### config.mk
export PLATFORM = sky130hd
export DESIGN_NAME = lcp_interval_repeat_finder_core
export DESIGN_NICKNAME = d
export VERILOG_FILES = /design/src/sv/lirf_pkg.sv /design/src/sv/lirf_ram.sv /design/src/sv/lcp_interval_repeat_finder_core.sv
export SDC_FILE = /design/constraint.sdc
export NUM_CORES = 2
export LEC_CHECK = 0
export ABC_CLOCK_PERIOD_IN_PS = 8800
export BUFFER_PORTS_ARGS = -buffer_cell sky130_fd_sc_hd__buf_2
export CAP_MARGIN = 25
export CORE_MARGIN = 2
export CORE_UTILIZATION = 45
export DETAILED_ROUTE_END_ITERATION = 7
export SLEW_MARGIN = 20
export SYNTH_ARGS = -nofsm -noshare
export SYNTH_HDL_FRONTEND = slang
export SYNTH_SLANG_ARGS = --single-unit
### constraint.sdc
create_clock -name clk -period 8.8 [get_ports clk]
set_input_delay 0.44 -clock clk [delete_from_list [all_inputs] [get_ports clk]]
set_output_delay 0.44 -clock clk [all_outputs]
set_load 0.01 [all_outputs]
### src/sv/lirf_pkg.sv
// shared constants for the lcp interval repeat finder
`default_nettype none

package lirf_pkg;

    // field widths
    localparam int LEN_W  = 7;
    localparam int POS_W  = 20;
    localparam int RANK_W = 20;
    localparam int OCC_W  = 21;

    // default stack depth limit on the prefix length
    localparam int MAX_DEPTH_DEF = 64;

endpackage

`default_nettype wire

### src/sv/lirf_ram.sv
// generic single write port ram with registered read
`default_nettype none

module lirf_ram #(
    parameter int WIDTH = 40,
    parameter int DEPTH = 65
) (
    input  wire logic                     clk,
    input  wire logic                     we,
    input  wire logic [$clog2(DEPTH)-1:0] waddr,
    input  wire logic [WIDTH-1:0]         wdata,
    input  wire logic                     re,
    input  wire logic [$clog2(DEPTH)-1:0] raddr,
    output logic      [WIDTH-1:0]         rdata
);

    logic [WIDTH-1:0] mem [DEPTH];

    // write port
    always_ff @(posedge clk)
    begin
        if (we)
        begin
            mem[waddr] <= wdata;
        end
    end

    // registered read, holds when not enabled
    always_ff @(posedge clk)
    begin
        if (re)
        begin
            rdata <= mem[raddr];
        end
    end

endmodule

`default_nettype wire

### src/sv/lcp_interval_repeat_finder_core.sv
// Bottom-up lcp interval walker: one ranked suffix in, repeats out of popped levels.
// Steps per item: accept in idle, then a stack ram read and an evaluate step per popped
// level, a send of the final result when one is pending, and a write per pushed level;
// output stalls can hold the evaluate and send steps. The block takes no new item until
// it is through with the last one, as the sequencer walks the stack ram one level at a time.
// Reset: stack empty, rank zero, no result pending; the stack ram needs no clearing.
`default_nettype none

module lcp_interval_repeat_finder_core #(
    parameter int MAX_DEPTH = lirf_pkg::MAX_DEPTH_DEF
) (
    input  wire logic                       clk,
    input  wire logic                       rst_n,
    input  wire logic                       item_valid,
    output logic                            item_stall,
    input  wire logic [lirf_pkg::LEN_W-1:0] prefix_len,
    input  wire logic [lirf_pkg::POS_W-1:0] suffix_start,
    input  wire logic                       last_entry,
    output logic                            result_valid,
    input  wire logic                       result_stall,
    output logic [lirf_pkg::OCC_W-1:0]      occurrences,
    output logic [lirf_pkg::LEN_W-1:0]      repeat_len,
    output logic [lirf_pkg::POS_W-1:0]      repeat_start,
    output logic                            run_end
);

    localparam int DEPTH  = MAX_DEPTH + 1;
    localparam int AW     = $clog2(DEPTH);
    localparam int CNT_W  = $clog2(MAX_DEPTH + 2);
    localparam int RANK_W = lirf_pkg::RANK_W;
    localparam int POS_W  = lirf_pkg::POS_W;
    localparam int LEN_W  = lirf_pkg::LEN_W;
    localparam int OCC_W  = lirf_pkg::OCC_W;
    localparam int ENT_W  = RANK_W + POS_W;

    typedef enum logic [4:0] {
        S_IDLE  = 5'b00001,
        S_POP   = 5'b00010,
        S_EVAL  = 5'b00100,
        S_FLUSH = 5'b01000,
        S_PUSH  = 5'b10000
    } state_t;

    state_t             state_reg, state_next;
    logic [CNT_W-1:0]   count_reg, count_next;     // open levels, top level is count - 1
    logic [RANK_W-1:0]  rank_reg, rank_next;
    logic [CNT_W-1:0]   target_reg, target_next;
    logic [POS_W-1:0]   start_reg, start_next;
    logic               last_reg, last_next;

    // pending result, waiting to learn whether it ends the run
    logic               pend_valid_reg, pend_valid_next;
    logic [OCC_W-1:0]   pend_occ_reg, pend_occ_next;
    logic [LEN_W-1:0]   pend_len_reg, pend_len_next;
    logic [POS_W-1:0]   pend_pos_reg, pend_pos_next;

    // output register
    logic               out_valid_reg, out_valid_next;
    logic [OCC_W-1:0]   out_occ_reg, out_occ_next;
    logic [LEN_W-1:0]   out_len_reg, out_len_next;
    logic [POS_W-1:0]   out_pos_reg, out_pos_next;
    logic               out_end_reg, out_end_next;

    logic               ram_we;
    logic               ram_re;
    logic [AW-1:0]      ram_waddr;
    logic [AW-1:0]      ram_raddr;
    logic [ENT_W-1:0]   ram_rdata;
    logic [RANK_W-1:0]  rd_rank;
    logic [POS_W-1:0]   rd_start;
    logic [RANK_W-1:0]  rank_diff;
    logic [CNT_W-1:0]   target_p1;
    logic [CNT_W-1:0]   in_target;
    logic               out_free;
    logic               qualifies;

    // level stack: opening rank and suffix start per level
    lirf_ram #(
        .WIDTH (ENT_W),
        .DEPTH (DEPTH)
    ) u_stack (
        .clk   (clk),
        .we    (ram_we),
        .waddr (ram_waddr),
        .wdata ({rank_reg, start_reg}),
        .re    (ram_re),
        .raddr (ram_raddr),
        .rdata (ram_rdata)
    );

    assign rd_rank   = ram_rdata[ENT_W-1:POS_W];
    assign rd_start  = ram_rdata[POS_W-1:0];
    assign rank_diff = rank_reg - rd_rank;
    assign target_p1 = target_reg + CNT_W'(1);
    assign ram_raddr = AW'(count_reg - CNT_W'(1));
    assign ram_waddr = AW'(count_reg);
    assign out_free  = !out_valid_reg || !result_stall;
    assign qualifies = (rank_diff != '0) && (count_reg > CNT_W'(2));

    assign item_stall   = (state_reg != S_IDLE);
    assign result_valid = out_valid_reg;
    assign occurrences  = out_occ_reg;
    assign repeat_len   = out_len_reg;
    assign repeat_start = out_pos_reg;
    assign run_end      = out_end_reg;

    // clamp incoming prefix length to the stack depth
    always_comb
    begin
        if (int'(prefix_len) > MAX_DEPTH)
        begin
            in_target = CNT_W'(MAX_DEPTH);
        end
        else
        begin
            in_target = CNT_W'(prefix_len);
        end
    end

    // sequencer
    always_comb
    begin
        state_next      = state_reg;
        count_next      = count_reg;
        rank_next       = rank_reg;
        target_next     = target_reg;
        start_next      = start_reg;
        last_next       = last_reg;
        pend_valid_next = pend_valid_reg;
        pend_occ_next   = pend_occ_reg;
        pend_len_next   = pend_len_reg;
        pend_pos_next   = pend_pos_reg;
        out_valid_next  = out_valid_reg && result_stall;
        out_occ_next    = out_occ_reg;
        out_len_next    = out_len_reg;
        out_pos_next    = out_pos_reg;
        out_end_next    = out_end_reg;
        ram_we          = 1'b0;
        ram_re          = 1'b0;

        case (state_reg)
            S_IDLE:
            begin
                if (item_valid)
                begin
                    target_next = in_target;
                    start_next  = suffix_start;
                    last_next   = last_entry;
                    state_next  = S_POP;
                end
            end
            S_POP:
            begin
                if (count_reg > target_p1)
                begin
                    ram_re     = 1'b1;
                    state_next = S_EVAL;
                end
                else if (pend_valid_reg)
                begin
                    state_next = S_FLUSH;
                end
                else
                begin
                    state_next = S_PUSH;
                end
            end
            S_EVAL:
            begin
                // a new result pushes the pending one out as a non-final transfer
                if (qualifies && pend_valid_reg)
                begin
                    if (out_free)
                    begin
                        out_valid_next = 1'b1;
                        out_occ_next   = pend_occ_reg;
                        out_len_next   = pend_len_reg;
                        out_pos_next   = pend_pos_reg;
                        out_end_next   = 1'b0;
                        pend_occ_next  = OCC_W'(rank_diff) + OCC_W'(1);
                        pend_len_next  = LEN_W'(count_reg - CNT_W'(1));
                        pend_pos_next  = rd_start;
                        count_next     = count_reg - CNT_W'(1);
                        state_next     = S_POP;
                    end
                end
                else
                begin
                    if (qualifies)
                    begin
                        pend_valid_next = 1'b1;
                        pend_occ_next   = OCC_W'(rank_diff) + OCC_W'(1);
                        pend_len_next   = LEN_W'(count_reg - CNT_W'(1));
                        pend_pos_next   = rd_start;
                    end
                    count_next = count_reg - CNT_W'(1);
                    state_next = S_POP;
                end
            end
            S_FLUSH:
            begin
                if (out_free)
                begin
                    out_valid_next  = 1'b1;
                    out_occ_next    = pend_occ_reg;
                    out_len_next    = pend_len_reg;
                    out_pos_next    = pend_pos_reg;
                    out_end_next    = 1'b1;
                    pend_valid_next = 1'b0;
                    state_next      = S_PUSH;
                end
            end
            S_PUSH:
            begin
                if (count_reg < target_p1)
                begin
                    ram_we     = 1'b1;
                    count_next = count_reg + CNT_W'(1);
                end
                else
                begin
                    if (last_reg)
                    begin
                        count_next = '0;
                        rank_next  = '0;
                    end
                    else
                    begin
                        rank_next = rank_reg + RANK_W'(1);
                    end
                    state_next = S_IDLE;
                end
            end
            default:
            begin
                state_next = S_IDLE;
            end
        endcase
    end

    // control registers
    always_ff @(posedge clk or negedge rst_n)
    begin
        if (!rst_n)
        begin
            state_reg      <= S_IDLE;
            count_reg      <= '0;
            rank_reg       <= '0;
            pend_valid_reg <= 1'b0;
            out_valid_reg  <= 1'b0;
        end
        else
        begin
            state_reg      <= state_next;
            count_reg      <= count_next;
            rank_reg       <= rank_next;
            pend_valid_reg <= pend_valid_next;
            out_valid_reg  <= out_valid_next;
        end
    end

    // payload registers
    always_ff @(posedge clk)
    begin
        target_reg   <= target_next;
        start_reg    <= start_next;
        last_reg     <= last_next;
        pend_occ_reg <= pend_occ_next;
        pend_len_reg <= pend_len_next;
        pend_pos_reg <= pend_pos_next;
        out_occ_reg  <= out_occ_next;
        out_len_reg  <= out_len_next;
        out_pos_reg  <= out_pos_next;
        out_end_reg  <= out_end_next;
    end

    // no result may be left pending once the item is done
    assert property (@(posedge clk) disable iff (!rst_n)
        (state_reg == S_IDLE) |-> !pend_valid_reg)
        else $error("result left pending at end of item");

    // a pop read needs a non-empty stack
    assert property (@(posedge clk) disable iff (!rst_n)
        ram_re |-> (count_reg != '0))
        else $error("pop read from empty stack");

    // pushes stay inside the stack
    assert property (@(posedge clk) disable iff (!rst_n)
        ram_we |-> (int'(count_reg) <= MAX_DEPTH))
        else $error("push beyond stack depth");

    // a flush that goes out marks the end of the run
    assert property (@(posedge clk) disable iff (!rst_n)
        (state_reg == S_FLUSH) && out_free |=> result_valid && run_end && !pend_valid_reg)
        else $error("final result not sent with run end");

endmodule

`default_nettype wire

==> results.md <==
- Slowest CP cell: dfrtp_4
- Pwr per Cell Area: 324.8 nW/um2
- Top flop regs: u_stack.mem: 2600 flops, u_stack.rdata: 40 flops
- Most flop-heavy register: u_stack.mem
- CTS resizes: 0
- First-pass GRT wire length: approximately 400 mm
- Footprint of the multi-input gates: ~23000 um2
- CP peak stage delay: 820 ps
- Hold Buf Count CTS: 31
- Worst-Margin Slew: 1154 ps
- Average cell area after synthesis: about 24 um2
- Top cells by area, synth: edfxtp_1, mux4_2, dfrtp_1
- Setup TNS: 0 ps
- Max reg flops: 2600
- Hold crit path type: primary input to async pin
- Vias in the first global route: 50476
- Synth Area in Adders: 0.004136
- P&R area growth vs syn: 13.78%
- Clock Sinks: 2799
- Final Wtd Congestion: 0.8125
- CP arrival: 6180 ps
- Reg clk slew, reported paths: 60 ps
- Post-Syn Nets: approximately 4600
- Crit path max-delay family: buffers and inverters
- Largest fanout on the critical path: 110
- Post-synthesis simple-gate area fraction: 0.01557
- Distinct cell type count after synthesis: 75
- Crit path kind: flip-flop to flip-flop
- Yosys top cell by area: edfxtp_1
- Final min period: approximately 5500 ps
- Fraction of registers with async set/reset: 0.01215
- Post-CTS setup buffer count: 0
- Final Hold Fails: 0
- Ys flop type: edfxtp_1
- Seq/Total Area, Yosys: 0.7788
- Die span in y: roughly 490 um
- Syn Inst Count: ~4500
- Longest Clk Path Bufs: 4
- # DRC: 0
- Final Max Tran Viols: 0
- Wire per inst: 34.17 um
- Core Box Area: 237900 um2
- Multiplexer share of the synthesized area: 0.1802
- Tot GR Track Use: 0.2310
- I/O pins: 83
- CP Cell Sequence: buf_4 -> buf_12 -> buf_12 -> mux4_2 -> mux4_2 -> mux4_2 -> mux2_2
- Largest net degree at the start of global routing: about 140
- Yosys warns: 0
- Max H-tree Level: 5
- Most frequent CP cell: mux4_2
- DRT Pass-1 Iters: 5
- Crit. End Element: flip-flop
- Total power: 39810 uW
- XOR/XNOR share of the synthesized area: 0.003415
- Gr ovfl total: 0
- Post-DP HPWL: 159.3 mm
- CP startpoint kind: flip-flop
- Max Clock Freq: about 180 MHz
- Max Cap Viol: 0
- Antenna violations before repair: 13
- Compound-cell area share of the yosys netlist: 0.008050
- Final Skew: 67.40 ps
- Initial Utilization: 0.4528
- Crit path buffers/inverters: 3
- Total routed wirelength: 281.0 mm
- RSZ-0062 raised after global routing: no
- Status: completed
- CTS tree: built
- # port buffers: 82
- Initial DRC count: 6481
- Worst-Skew Late Latency: around 950 ps
- FP Rows: between 150 and 200
- Worst Path Required: 9500 ps
- Leakage Power: a little over 0.04 uW
- Die width: 493.2 um
- WP depth: 7
- IR drop worst, VDD: ~0.66 mV
- Share of layout cells above drive strength 1: 0.3216
- Max_slew headroom: 0.2308
- Largest family of logic cells by synthesized area: multiplexers
- CTS buffer count: 302
- Flops & latches, synth: 2799
- Fin nets: 4918
- Most common cell in the synthesized netlist: edfxtp_1
- Die area: 243300 um2
- Final Cycle Share: 0.6233
- Post-synth EDFFs: 2765
- Total number of vias: 50487
- Routed Antenna Nets: 0
- Post-Syn Area: 107700 um2
- Vias per Instance: between 6 and 7
- Clock root buffer master: clkbuf_16
- Synth top area share: 0.7709
- Most common library cells after synthesis: edfxtp_1, mux4_2, clkbuf_1
- Fill count: 18271
- Worst Reg-to-Reg Cells: 7
- FF+latch area: 83910 um2
- Final Setup Violations: 0
[cell families (layout without fill, tap and decap cells)]
group,after synthesis,after routing
adders and majority gates,35,35
and+or+nand+nor,341,341
buffers and inverters,251,808
muxes,884,884
AOI/OAI and AO/OA,137,137
DFF,2799,2799
xor gates and xnor gates,42,42
other,0,12
[worst register-to-register path, stage by stage (launching register included)]
cell and delay [ps]:
dfrtp_4 820, buf_4 700, buf_12 690, buf_12 880, mux4_2 780, mux4_2 600, mux4_2 500, mux2_2 270
[cell type report]
cell class                      count  share of cell area
Inverter                           37            0.001154
Sequential cell                  2799              0.6847
Antenna cell                       12           0.0002450
Clock inverter                    125            0.008974
Clock buffer                      374             0.06474
Timing Repair Buffer              272             0.01736
Multi-Input combinational cell   1439              0.1905
Tap cell                         3167             0.03233
[per-stage QoR]
step / instances / util / area, um2 / setup slack [ps] / hold slack (ps)
after floorplan: 4489 / - / 107700 / 350.2 / 144.4
after global placement: 7676 / 0.4752 / 113000 / 3204 / 401.0
after detailed placement: 7682 / 0.4757 / 113200 / 3189 / 404.5
after CTS: 8212 / 0.5150 / 122500 / 3147 / 126.5
after global routing: 8214 / 0.5151 / 122500 / 2869 / 160.6
final: 8225 / 0.5152 / 122600 / 3315 / 196.3
[cell usage in the layout, fill, tap and decap left out, types with 35 or more instances in the layout]
master / count
edfxtp_1: 2765
mux4_2: 840
clkbuf_16: 307
buf_4: 142
buf_2: 82
nand2_1: 69
clkbuf_1: 67
nor2_4: 65
nor2_1: 50
clkinv_1: 45
o21ai_0: 44
clkinv_2: 43
mux2_2: 41
a21oi_1: 40
nand3_1: 37
inv_1: 35
[final timing paths]
kind	from	end	slack [ps]
setup / recovery	count_reg[0]	u_stack.rdata[17]	3320
hold / removal	rst_n	rank_reg[11]	200
setup reg to reg	count_reg[0]	u_stack.rdata[17]	3320
hold reg to reg	pend_occ_reg[2]	occurrences[2]	410
max in group asynchronous	rst_n	count_reg[0]	7940
min in group clk	suffix_start[6]	start_reg[6]	200
[power breakdown]
group          switching [uW]  internal (uW)
sequential                151          15300
clock                    4970           6890
combinational            7040           5480
[per-layer routing]
metal,wire (um),track usage,share of wire
met3,22260,0.04216,0.079
met1,115800,0.3332,0.41
met5,27,0,0.000096
met4,5248,0.05039,0.019
met2,137600,0.3713,0.49
(Power assumes the default switching activity.)
